### src/hw/rtl/opc_pkg.sv
// Types and constants shared by the optical property combiner modules.
`timescale 1ns / 1ps
`default_nettype none

package opc_pkg;

    localparam int DEPTH_IN_W   = 24;
    localparam int ALBEDO_W     = 17;
    localparam int ASYM_W       = 17;
    localparam int SCAT_TERM_W  = 25;
    localparam int DEPTH_SUM_W  = 28;
    localparam int SCAT_SUM_W   = 29;
    localparam int WASYM_W      = 48;
    localparam int MUL_A_W      = 26;
    localparam int MUL_B_W      = 18;
    localparam int MUL_P_W      = 44;
    localparam int REM_W        = 32;
    localparam int QUO_W        = 17;
    localparam int DIV_CNT_W    = 5;
    localparam int TDATA_W      = 64;
    localparam int STATUS_W     = 2;

    localparam logic [DEPTH_SUM_W-1:0] DEPTH_SUM_MAX = 28'h0FFFFFF | 28'hF000000;
    localparam logic [SCAT_SUM_W-1:0]  SCAT_SUM_MAX  = 29'h1FFFFFFF;
    localparam logic [WASYM_W-1:0]     WASYM_MAX     = 48'h7FFF_FFFF_FFFF;
    localparam logic [WASYM_W-1:0]     WASYM_MIN     = 48'h8000_0000_0000;
    localparam logic [DEPTH_IN_W-1:0]  OUT_DEPTH_MAX = 24'hFFFFFF;
    localparam logic [QUO_W-1:0]       ALBEDO_ONE    = 17'd65536;
    localparam logic [QUO_W-1:0]       ASYM_ONE      = 17'd32768;
    localparam logic [DIV_CNT_W-1:0]   ALB_QUO_BITS  = 5'd17;
    localparam logic [DIV_CNT_W-1:0]   ASYM_QUO_BITS = 5'd16;

    typedef enum logic [STATUS_W-1:0] {
        ST_OK           = 2'd0,
        ST_ZERO_DEPTH   = 2'd1,
        ST_ZERO_SCATTER = 2'd2,
        ST_DEPTH_SAT    = 2'd3
    } status_t;

    typedef struct packed {
        logic add;
        logic clear;
    } acc_ctl_t;

    typedef struct packed {
        logic                 start;
        logic [DIV_CNT_W-1:0] nbits;
    } div_ctl_t;

    typedef struct packed {
        logic done;
        logic overflow;
    } div_stat_t;

endpackage

`default_nettype wire

### src/hw/rtl/opc_mult.sv
// Shared signed multiplier with a registered product.
`timescale 1ns / 1ps
`default_nettype none

module opc_mult (
    input  wire logic                                clk,
    input  wire logic                                load,
    input  wire logic signed [opc_pkg::MUL_A_W-1:0]  a,
    input  wire logic signed [opc_pkg::MUL_B_W-1:0]  b,
    output logic signed      [opc_pkg::MUL_P_W-1:0]  product
);

    logic signed [opc_pkg::MUL_P_W-1:0] product_reg;
    logic signed [opc_pkg::MUL_P_W-1:0] product_next;

    assign product_next = opc_pkg::MUL_P_W'(a) * opc_pkg::MUL_P_W'(b);

    always_ff @(posedge clk)
    begin
        if (load)
        begin
            product_reg <= product_next;
        end
    end

    assign product = product_reg;

endmodule

`default_nettype wire

### src/hw/rtl/opc_accum.sv
// Saturating accumulators for depth, scattering depth and weighted asymmetry.
`timescale 1ns / 1ps
`default_nettype none

module opc_accum (
    input  wire logic                                   clk,
    input  wire logic                                   rst_n,
    input  wire opc_pkg::acc_ctl_t                      ctl,
    input  wire logic        [opc_pkg::DEPTH_IN_W-1:0]  depth_in,
    input  wire logic        [opc_pkg::SCAT_TERM_W-1:0] scatter_in,
    input  wire logic signed [opc_pkg::MUL_P_W-1:0]     wterm_in,
    output logic             [opc_pkg::DEPTH_SUM_W-1:0] depth_sum,
    output logic             [opc_pkg::SCAT_SUM_W-1:0]  scatter_sum,
    output logic signed      [opc_pkg::WASYM_W-1:0]     wasym_sum
);

    logic [opc_pkg::DEPTH_SUM_W-1:0] depth_reg, depth_next;
    logic [opc_pkg::SCAT_SUM_W-1:0]  scat_reg, scat_next;
    logic [opc_pkg::WASYM_W-1:0]     wasym_reg, wasym_next;

    logic [opc_pkg::DEPTH_SUM_W:0]   depth_add;
    logic [opc_pkg::SCAT_SUM_W:0]    scat_add;
    logic [opc_pkg::WASYM_W:0]       wasym_add;

    always_comb
    begin
        depth_add = {1'b0, depth_reg} + (opc_pkg::DEPTH_SUM_W + 1)'(depth_in);
        scat_add  = {1'b0, scat_reg} + (opc_pkg::SCAT_SUM_W + 1)'(scatter_in);
        wasym_add = {wasym_reg[opc_pkg::WASYM_W-1], wasym_reg}
                  + {{(opc_pkg::WASYM_W + 1 - opc_pkg::MUL_P_W){wterm_in[opc_pkg::MUL_P_W-1]}},
                     wterm_in};

        // Clamp at the limits of each width instead of wrapping.
        depth_next = depth_add[opc_pkg::DEPTH_SUM_W] ? opc_pkg::DEPTH_SUM_MAX
                                                     : depth_add[opc_pkg::DEPTH_SUM_W-1:0];
        scat_next  = scat_add[opc_pkg::SCAT_SUM_W] ? opc_pkg::SCAT_SUM_MAX
                                                   : scat_add[opc_pkg::SCAT_SUM_W-1:0];
        if (wasym_add[opc_pkg::WASYM_W] != wasym_add[opc_pkg::WASYM_W-1])
        begin
            wasym_next = wasym_add[opc_pkg::WASYM_W] ? opc_pkg::WASYM_MIN : opc_pkg::WASYM_MAX;
        end
        else
        begin
            wasym_next = wasym_add[opc_pkg::WASYM_W-1:0];
        end
    end

    always_ff @(posedge clk or negedge rst_n)
    begin
        if (!rst_n)
        begin
            depth_reg <= '0;
            scat_reg  <= '0;
            wasym_reg <= '0;
        end
        else if (ctl.clear)
        begin
            depth_reg <= '0;
            scat_reg  <= '0;
            wasym_reg <= '0;
        end
        else if (ctl.add)
        begin
            depth_reg <= depth_next;
            scat_reg  <= scat_next;
            wasym_reg <= wasym_next;
        end
    end

    assign depth_sum   = depth_reg;
    assign scatter_sum = scat_reg;
    assign wasym_sum   = signed'(wasym_reg);

endmodule

`default_nettype wire

### src/hw/rtl/opc_div.sv
// Restoring divider: one shared compare-subtract, one quotient bit a cycle.
`timescale 1ns / 1ps
`default_nettype none

module opc_div (
    input  wire logic                              clk,
    input  wire logic                              rst_n,
    input  wire opc_pkg::div_ctl_t                 ctl,
    input  wire logic [opc_pkg::REM_W-1:0]         rem_init,
    input  wire logic [opc_pkg::QUO_W-1:0]         low_init,
    input  wire logic [opc_pkg::SCAT_SUM_W-1:0]    divisor,
    output opc_pkg::div_stat_t                     stat,
    output logic      [opc_pkg::QUO_W-1:0]         quotient
);

    typedef enum logic [1:0] {
        D_IDLE,
        D_CHECK,
        D_STEP
    } dstate_t;

    dstate_t                           state_reg;
    logic [opc_pkg::REM_W-1:0]         rem_reg;
    logic [opc_pkg::QUO_W-1:0]         low_reg;
    logic [opc_pkg::SCAT_SUM_W-1:0]    div_reg;
    logic [opc_pkg::QUO_W-1:0]         quo_reg;
    logic [opc_pkg::DIV_CNT_W-1:0]     cnt_reg;
    logic                              done_reg;
    logic                              ovf_reg;

    logic [opc_pkg::REM_W-1:0]         trial;
    logic [opc_pkg::REM_W:0]           diff;
    logic                              ge;

    // The check pass compares the high part alone: a hit there means the
    // quotient does not fit in the bits asked for.
    always_comb
    begin
        trial = (state_reg == D_CHECK) ? rem_reg
                                       : {rem_reg[opc_pkg::REM_W-2:0], low_reg[opc_pkg::QUO_W-1]};
        diff  = {1'b0, trial} - (opc_pkg::REM_W + 1)'(div_reg);
        ge    = ~diff[opc_pkg::REM_W];
    end

    always_ff @(posedge clk or negedge rst_n)
    begin
        if (!rst_n)
        begin
            state_reg <= D_IDLE;
            rem_reg   <= '0;
            low_reg   <= '0;
            div_reg   <= '0;
            quo_reg   <= '0;
            cnt_reg   <= '0;
            done_reg  <= 1'b0;
            ovf_reg   <= 1'b0;
        end
        else
        begin
            done_reg <= 1'b0;
            case (state_reg)
                D_IDLE:
                begin
                    if (ctl.start)
                    begin
                        rem_reg   <= rem_init;
                        low_reg   <= low_init;
                        div_reg   <= divisor;
                        cnt_reg   <= ctl.nbits;
                        quo_reg   <= '0;
                        ovf_reg   <= 1'b0;
                        state_reg <= D_CHECK;
                    end
                end
                D_CHECK:
                begin
                    ovf_reg <= ge;
                    if (ge)
                    begin
                        done_reg  <= 1'b1;
                        state_reg <= D_IDLE;
                    end
                    else
                    begin
                        state_reg <= D_STEP;
                    end
                end
                D_STEP:
                begin
                    rem_reg <= ge ? diff[opc_pkg::REM_W-1:0] : trial;
                    low_reg <= {low_reg[opc_pkg::QUO_W-2:0], 1'b0};
                    quo_reg <= {quo_reg[opc_pkg::QUO_W-2:0], ge};
                    cnt_reg <= cnt_reg - 1'b1;
                    if (cnt_reg == opc_pkg::DIV_CNT_W'(1))
                    begin
                        done_reg  <= 1'b1;
                        state_reg <= D_IDLE;
                    end
                end
                default:
                begin
                    state_reg <= D_IDLE;
                end
            endcase
        end
    end

    assign stat.done     = done_reg;
    assign stat.overflow = ovf_reg;
    assign quotient      = quo_reg;

endmodule

`default_nettype wire

### src/hw/rtl/optical_property_combiner.sv
// Top level of the optical property combiner: stream ports and sequencer.
`timescale 1ns / 1ps
`default_nettype none

// Merges the optical depth, single-scatter albedo and asymmetry factor of
// the mechanisms at one spectral point. Each input transaction is one
// mechanism; the transaction with tlast high closes the point and yields one
// output transaction holding the saturated total depth, the total albedo and
// the total asymmetry, with a status code in tuser (zero depth sum, zero
// scattering sum or depth saturated force the affected values to zero or to
// full scale). For every mechanism one shared 26x18 multiplier forms the
// scattering term and then the weighted asymmetry term in two passes, and a
// further state adds them into the saturating sums. The final mechanism then
// runs one restoring divider that delivers one quotient bit a cycle: first
// the albedo division (17 quotient bits), then the asymmetry division (16
// bits), each skipped when its divisor is zero and cut short when the
// quotient overflows; a last state hands the result to the output register
// once that register is free. s_axis_tready is high only between
// mechanisms. The output register frees the input side: the next point is
// accepted while a result still waits for m_axis_tready.

module optical_property_combiner (
    input  wire logic                          clk,
    input  wire logic                          rst_n,
    input  wire logic                          s_axis_tvalid,
    output logic                               s_axis_tready,
    // [23:0] optical_depth, [40:24] albedo, [57:41] asymmetry, [63:58] zero
    input  wire logic [opc_pkg::TDATA_W-1:0]   s_axis_tdata,
    input  wire logic                          s_axis_tlast,
    output logic                               m_axis_tvalid,
    input  wire logic                          m_axis_tready,
    // [23:0] total_depth, [40:24] total_albedo, [57:41] total_asymmetry,
    // [63:58] zero
    output logic      [opc_pkg::TDATA_W-1:0]   m_axis_tdata,
    // [1:0] status
    output logic      [opc_pkg::STATUS_W-1:0]  m_axis_tuser
);

    typedef enum logic [3:0] {
        S_IDLE,
        S_MUL_SCAT,
        S_MUL_ASYM,
        S_ACC,
        S_DIV1_START,
        S_DIV1_WAIT,
        S_DIV2_START,
        S_DIV2_WAIT,
        S_FIN
    } state_t;

    state_t                                    state_reg;
    logic        [opc_pkg::DEPTH_IN_W-1:0]     tau_reg;
    logic        [opc_pkg::ALBEDO_W-1:0]       alb_reg;
    logic        [opc_pkg::ASYM_W-1:0]         asym_reg;
    logic                                      last_reg;
    logic        [opc_pkg::SCAT_TERM_W-1:0]    scat_reg;
    logic        [opc_pkg::QUO_W-1:0]          talb_reg;
    logic        [opc_pkg::ASYM_W-1:0]         tasym_reg;
    logic        [opc_pkg::TDATA_W-1:0]        m_tdata_reg;
    logic        [opc_pkg::STATUS_W-1:0]       m_tuser_reg;
    logic                                      m_valid_reg;

    logic signed [opc_pkg::MUL_A_W-1:0]        mul_a;
    logic signed [opc_pkg::MUL_B_W-1:0]        mul_b;
    logic                                      mul_load;
    logic signed [opc_pkg::MUL_P_W-1:0]        product;

    opc_pkg::acc_ctl_t                         acc_ctl;
    logic        [opc_pkg::DEPTH_SUM_W-1:0]    depth_sum;
    logic        [opc_pkg::SCAT_SUM_W-1:0]     scatter_sum;
    logic signed [opc_pkg::WASYM_W-1:0]        wasym_sum;

    opc_pkg::div_ctl_t                         div_ctl;
    opc_pkg::div_stat_t                        div_stat;
    logic        [opc_pkg::REM_W-1:0]          div_rem_init;
    logic        [opc_pkg::QUO_W-1:0]          div_low_init;
    logic        [opc_pkg::SCAT_SUM_W-1:0]     div_divisor;
    logic        [opc_pkg::QUO_W-1:0]          quotient;

    logic                                      in_accept;
    logic                                      out_free;
    logic                                      out_load;
    logic                                      depth_zero;
    logic                                      scatter_zero;
    logic                                      depth_over;
    logic                                      wasym_neg;
    logic        [opc_pkg::WASYM_W-1:0]        wasym_mag;
    logic        [opc_pkg::QUO_W-1:0]          alb_clamped;
    logic        [opc_pkg::QUO_W-1:0]          asym_mag;
    logic        [opc_pkg::DEPTH_IN_W-1:0]     tdepth;
    opc_pkg::status_t                          status;

    assign s_axis_tready = (state_reg == S_IDLE);
    assign in_accept     = s_axis_tvalid && s_axis_tready;
    assign out_free      = !m_valid_reg || m_axis_tready;
    assign out_load      = (state_reg == S_FIN) && out_free;

    // Shared multiplier: tau * albedo first, then scattering term * asymmetry.
    always_comb
    begin
        if (state_reg == S_MUL_ASYM)
        begin
            mul_a = signed'({1'b0, product[opc_pkg::SCAT_TERM_W+15:16]});
            mul_b = signed'({asym_reg[opc_pkg::ASYM_W-1], asym_reg});
        end
        else
        begin
            mul_a = signed'({2'b00, tau_reg});
            mul_b = signed'({1'b0, alb_reg});
        end
        mul_load = (state_reg == S_MUL_SCAT) || (state_reg == S_MUL_ASYM);
    end

    opc_mult u_mult (
        .clk     (clk),
        .load    (mul_load),
        .a       (mul_a),
        .b       (mul_b),
        .product (product)
    );

    assign acc_ctl.add   = (state_reg == S_ACC);
    assign acc_ctl.clear = out_load;

    opc_accum u_accum (
        .clk         (clk),
        .rst_n       (rst_n),
        .ctl         (acc_ctl),
        .depth_in    (tau_reg),
        .scatter_in  (scat_reg),
        .wterm_in    (product),
        .depth_sum   (depth_sum),
        .scatter_sum (scatter_sum),
        .wasym_sum   (wasym_sum)
    );

    always_comb
    begin
        depth_zero   = (depth_sum == '0);
        scatter_zero = (scatter_sum == '0);
        depth_over   = |depth_sum[opc_pkg::DEPTH_SUM_W-1:opc_pkg::DEPTH_IN_W];
        wasym_neg    = wasym_sum[opc_pkg::WASYM_W-1];
        // The most negative sum negates to 2^47, which still fits unsigned.
        wasym_mag    = wasym_neg ? (~unsigned'(wasym_sum) + 1'b1) : unsigned'(wasym_sum);
    end

    // Albedo: (scatter << 16) / depth, quotient bits 16..0; the high part of
    // the dividend is scatter >> 1 and the low part holds scatter bit 0.
    // Asymmetry: |wasym| / scatter, quotient bits 15..0.
    always_comb
    begin
        if (state_reg == S_DIV2_START)
        begin
            div_rem_init  = wasym_mag[opc_pkg::WASYM_W-1:opc_pkg::WASYM_W-opc_pkg::REM_W];
            div_low_init  = {wasym_mag[opc_pkg::QUO_W-2:0], 1'b0};
            div_divisor   = scatter_sum;
            div_ctl.nbits = opc_pkg::ASYM_QUO_BITS;
            div_ctl.start = !scatter_zero;
        end
        else
        begin
            div_rem_init  = opc_pkg::REM_W'(scatter_sum[opc_pkg::SCAT_SUM_W-1:1]);
            div_low_init  = {scatter_sum[0], {(opc_pkg::QUO_W-1){1'b0}}};
            div_divisor   = opc_pkg::SCAT_SUM_W'(depth_sum);
            div_ctl.nbits = opc_pkg::ALB_QUO_BITS;
            div_ctl.start = (state_reg == S_DIV1_START) && !depth_zero;
        end
    end

    opc_div u_div (
        .clk      (clk),
        .rst_n    (rst_n),
        .ctl      (div_ctl),
        .rem_init (div_rem_init),
        .low_init (div_low_init),
        .divisor  (div_divisor),
        .stat     (div_stat),
        .quotient (quotient)
    );

    always_comb
    begin
        alb_clamped = (div_stat.overflow || (quotient > opc_pkg::ALBEDO_ONE))
                    ? opc_pkg::ALBEDO_ONE : quotient;
        asym_mag    = (div_stat.overflow || (quotient > opc_pkg::ASYM_ONE))
                    ? opc_pkg::ASYM_ONE : quotient;
        tdepth      = depth_over ? opc_pkg::OUT_DEPTH_MAX : depth_sum[opc_pkg::DEPTH_IN_W-1:0];
        if (depth_zero)
        begin
            status = opc_pkg::ST_ZERO_DEPTH;
        end
        else if (scatter_zero)
        begin
            status = opc_pkg::ST_ZERO_SCATTER;
        end
        else if (depth_over)
        begin
            status = opc_pkg::ST_DEPTH_SAT;
        end
        else
        begin
            status = opc_pkg::ST_OK;
        end
    end

    always_ff @(posedge clk or negedge rst_n)
    begin
        if (!rst_n)
        begin
            state_reg   <= S_IDLE;
            tau_reg     <= '0;
            alb_reg     <= '0;
            asym_reg    <= '0;
            last_reg    <= 1'b0;
            scat_reg    <= '0;
            talb_reg    <= '0;
            tasym_reg   <= '0;
            m_tdata_reg <= '0;
            m_tuser_reg <= '0;
            m_valid_reg <= 1'b0;
        end
        else
        begin
            // Raise valid when a result is handed over; drop it once taken.
            if (out_load)
            begin
                m_valid_reg <= 1'b1;
            end
            else if (m_axis_tready)
            begin
                m_valid_reg <= 1'b0;
            end
            case (state_reg)
                S_IDLE:
                begin
                    if (in_accept)
                    begin
                        tau_reg   <= s_axis_tdata[opc_pkg::DEPTH_IN_W-1:0];
                        alb_reg   <= s_axis_tdata[opc_pkg::DEPTH_IN_W+opc_pkg::ALBEDO_W-1:
                                                  opc_pkg::DEPTH_IN_W];
                        asym_reg  <= s_axis_tdata[opc_pkg::DEPTH_IN_W+opc_pkg::ALBEDO_W+
                                                  opc_pkg::ASYM_W-1:
                                                  opc_pkg::DEPTH_IN_W+opc_pkg::ALBEDO_W];
                        last_reg  <= s_axis_tlast;
                        state_reg <= S_MUL_SCAT;
                    end
                end
                S_MUL_SCAT:
                begin
                    state_reg <= S_MUL_ASYM;
                end
                S_MUL_ASYM:
                begin
                    // Hold the scattering term while the product turns into
                    // the weighted asymmetry term.
                    scat_reg  <= product[opc_pkg::SCAT_TERM_W+15:16];
                    state_reg <= S_ACC;
                end
                S_ACC:
                begin
                    state_reg <= last_reg ? S_DIV1_START : S_IDLE;
                end
                S_DIV1_START:
                begin
                    if (depth_zero)
                    begin
                        talb_reg  <= '0;
                        state_reg <= S_DIV2_START;
                    end
                    else
                    begin
                        state_reg <= S_DIV1_WAIT;
                    end
                end
                S_DIV1_WAIT:
                begin
                    if (div_stat.done)
                    begin
                        talb_reg  <= alb_clamped;
                        state_reg <= S_DIV2_START;
                    end
                end
                S_DIV2_START:
                begin
                    if (scatter_zero)
                    begin
                        tasym_reg <= '0;
                        state_reg <= S_FIN;
                    end
                    else
                    begin
                        state_reg <= S_DIV2_WAIT;
                    end
                end
                S_DIV2_WAIT:
                begin
                    if (div_stat.done)
                    begin
                        tasym_reg <= wasym_neg ? (~asym_mag + 1'b1) : asym_mag;
                        state_reg <= S_FIN;
                    end
                end
                S_FIN:
                begin
                    // Hold here until the output register is free.
                    if (out_free)
                    begin
                        m_tdata_reg <= {{(opc_pkg::TDATA_W - opc_pkg::DEPTH_IN_W
                                          - opc_pkg::QUO_W - opc_pkg::ASYM_W){1'b0}},
                                        tasym_reg, talb_reg, tdepth};
                        m_tuser_reg <= status;
                        state_reg   <= S_IDLE;
                    end
                end
                default:
                begin
                    state_reg <= S_IDLE;
                end
            endcase
        end
    end

    assign m_axis_tvalid = m_valid_reg;
    assign m_axis_tdata  = m_tdata_reg;
    assign m_axis_tuser  = m_tuser_reg;

endmodule

`default_nettype wire

### config.mk
export PLATFORM = sky130hd
export DESIGN_NAME = optical_property_combiner
export DESIGN_NICKNAME = d
export VERILOG_FILES = /design/src/hw/rtl/opc_pkg.sv /design/src/hw/rtl/opc_mult.sv /design/src/hw/rtl/opc_accum.sv /design/src/hw/rtl/opc_div.sv /design/src/hw/rtl/optical_property_combiner.sv
export SDC_FILE = /design/constraint.sdc
export NUM_CORES = 2
export LEC_CHECK = 0
export BUFFER_PORTS_ARGS = -buffer_cell sky130_fd_sc_hd__buf_2
export CAP_MARGIN = 5
export CORE_MARGIN = 4
export CORE_UTILIZATION = 55
export CTS_CLUSTER_DIAMETER = 50
export DETAILED_ROUTE_END_ITERATION = 12
export GPL_TIMING_DRIVEN = 0
export PLACE_DENSITY = 0.75
export REMOVE_ABC_BUFFERS = 1
export SLEW_MARGIN = 20
export SYNTH_ARGS = -nofsm -noshare
export SYNTH_HDL_FRONTEND = slang
export SYNTH_SLANG_ARGS = --single-unit
### constraint.sdc
create_clock -name clk -period 17.8 [get_ports clk]
set_input_delay 3.56 -clock clk [delete_from_list [all_inputs] [get_ports clk]]
set_output_delay 3.56 -clock clk [all_outputs]
set_load 0.005 [all_outputs]
==> metrics <==
status finished clean; overflow left after global routing 0; Vias/cell 6.05; slew margin rel. 0.263; final setup TNS 0 ns; die height 283 um; data required time at the worst endpoint 18.28 ns; R2R cell count 26; DRT Pass-1 Iters 6; crit start category register; RSZ-0062 raised after global routing false; warnings from Yosys 0; post-CTS setup repair buffer count 0; average size of a mapped cell 8.61 um^2; largest net degree at the start of global routing 100; Worst Max-Slew Pin Slew 1.10 ns; nature of the critical path endpoint register; EDFF count, synth 44; insertion delay to the later sink of the worst-skew pair 0.64 ns; area delta synth->final 10.3%; Clock Sinks 435; Die W 283 um; Reg2Reg Launch Point state_reg[0]; num ports 137; share of the synthesized area in the top cell type 0.235; Fin Clk Skew 0.0454 ns; sequential area share after synthesis 0.267; Yosys reg bits 435; post-detail-place hpwl 93.8 mm; die area 80100 um^2; Syn Inst Count 4833; fmax 90.3 MHz; CTS tree done; Hold Startpoint m_axis_tdata[20]; endpoints failing hold 0; top cells by area, synth dfrtp_1, fa_1, ha_1; Hold Crit Endpoint m_axis_tdata[20]; initial antenna violation count 3; Yosys cell types 103; Max Transition Viols Final 0; clk root buf clkbuf_16; crit-path max FO 19; Tcrit/Tclk final 0.622; Hold Crit Class reg2reg; ys flop type dfrtp_1; arrival time of the worst setup path 11.56 ns; Final nets 5569; FF-to-FF End u_mult.product[41]; Starting Density 0.557; H-tree depth 3; post-CTS resize count 0; DRC 0; register area 11100 um^2; share of cells above drive strength 1 0.0912; via count 35600; Crit Path Class reg2reg; DR WL/cell 20.7 um; Hold Path Depth 2; Synth area leader dfrtp_1; wirelength, routed 122 mm; multi-input logic area 27700 um^2; vias in the first global route 35200; wire length of the first global-routing pass 195 mm; hold_buf cts 0; antenna-violating nets left 0; Filler Cell Count 6301; overall routing resource usage 0.303; max reg flops 58; asr flop ratio synth 0.899; routability congestion estimate 1.00; Rows 100; number of max-cap violations 0; Synth Cell Area 41600 um^2; Finish-stage setup viols 0; DR iter-0 viols 3167; Clock transition at path regs 0.06 ns; port bufs 124; core area 74700 um^2; minimum clock period 11.08 ns; total CTS buffers 67; CTS Buffer Depth 3; register-to-register setup slack 6.72 ns
==> critical path, cell delays in order, from the launching register on <==
cell and delay [ns]:
dfrtp_1 0.60, nand2b_1 0.35, nor3_2 0.55, buf_4 0.30, and2_1 0.56, clkinv_1 0.88, nand2_1 0.68, nand2_1 0.14
fa_1 0.52, fa_1 0.59, inv_1 0.08, fa_1 0.45, fa_1 0.43, fa_1 0.51, inv_1 0.06, fa_1 0.53
inv_1 0.04, ha_1 0.36, and3_1 0.25, a221oi_1 0.48, o21ai_0 0.36, a211oi_1 0.33, a211o_1 0.30, o211ai_2 0.25
o41ai_2 0.70, or4b_1 0.49, o211ai_1 0.10
==> synth_stat cells (all sizes together) (6+ instances only) <==
cell,number
and3,35
nor2,399
nand2b,39
a221o,21
o21a,27
nand3b,6
mux2,91
o21ai,261
a32o,7
or3,16
a211o,10
a22o,35
nor4,22
or2,6
a21boi,16
a2111oi,10
nand3,57
nand4,28
a31oi,84
dfrtp,391
o31ai,29
nor2b,30
xnor2,96
or4,11
a211oi,34
o21bai,14
edfxtp,44
o221ai,6
o22ai,11
o41ai,11
buf,49
a21oi,229
o211ai,28
xor2,92
mux2i,30
nand2,886
nor3,68
a311oi,6
clkbuf,179
and2,40
ha,278
fa,372
inv,568
a21o,93
==> cells by family after synthesis <==
group	after synthesis	synth area share
adders and majority gates	653	0.263
xor gates and xnor gates	188	0.0396
DFF	435	0.267
muxes	121	0.0318
other	1	0.0000901
AOI/OAI and AO/OA	976	0.153
buffers and inverters	797	0.0738
and+or+nand+nor	1662	0.172
==> worst max path at each step <==
stage | startpoint | endpoint | slack, ns | cells past startpoint
floorplan | state_reg[0] | u_mult.product[41] | 5.78 | 22
global placement | state_reg[0] | u_mult.product[41] | 0.44 | 24
detailed placement | state_reg[0] | u_mult.product[41] | 6.97 | 26
CTS | state_reg[0] | u_mult.product[41] | 6.94 | 26
global route | state_reg[1] | u_mult.product[41] | 6.44 | 26
finish | state_reg[0] | u_mult.product[41] | 6.72 | 26
==> routing by layer <==
metal	wire [um]	global-route usage	share of wire	vias up
met3	10300	0.0605	0.085	370
met5	0	0	0	-
met2	56300	0.490	0.46	1599
met1	47800	0.392	0.39	17500
li1	-	-	-	16100
met4	7340	0.150	0.060	0
==> metrics by stage <==
stage / utilization / cell area (um^2) / hold slack (ns) / cells / setup WS, ns
6_report: 0.614 / 45900 / 0.461 / 5874 / 6.72
5_1_grt: 0.614 / 45900 / 0.478 / 5871 / 6.44
4_1_cts: 0.614 / 45900 / 0.458 / 5871 / 6.94
3_5_place_dp: 0.583 / 43500 / 0.450 / 5750 / 6.97
3_3_place_gp: 0.569 / 42500 / 0.446 / 5703 / 0.440
2_1_floorplan: - / 40700 / 0.439 / 4610 / 5.78
==> final cells by class <==
cell class,instances,area share
Timing Repair Buffer,171,0.0310
Sequential cell,435,0.242
Antenna cell,3,0.000164
Tap cell,969,0.0264
Clock buffer,82,0.0391
Inverter,569,0.0465
Multi-Input combinational cell,3606,0.603
Clock inverter,39,0.0118
==> cells in the final DEF (no fill, tap or decap), types with 25 or more instances in the layout <==
cell type and count:
a21o_1 93, mux2_2 91, nor3_1 64, edfxtp_1 44, o21a_1 27, a21oi_1 227, nand2b_1 37, nor2b_1 29
and2_1 39, a22o_1 35, xnor2_1 95, ha_1 276, nand4_1 27, o21ai_1 74, and3_1 34, a211oi_1 34
nand2_1 885, dfrtp_1 390, a31oi_1 83, clkbuf_16 67, o211ai_1 25, inv_1 568, fa_1 372, buf_2 123
nand3_1 56, xor2_1 92, o21ai_0 185, nor2_1 393
Power is left out: the tool's default activity adds up to more than one toggle a clock period on the data nets, which glitch-free logic cannot reach.
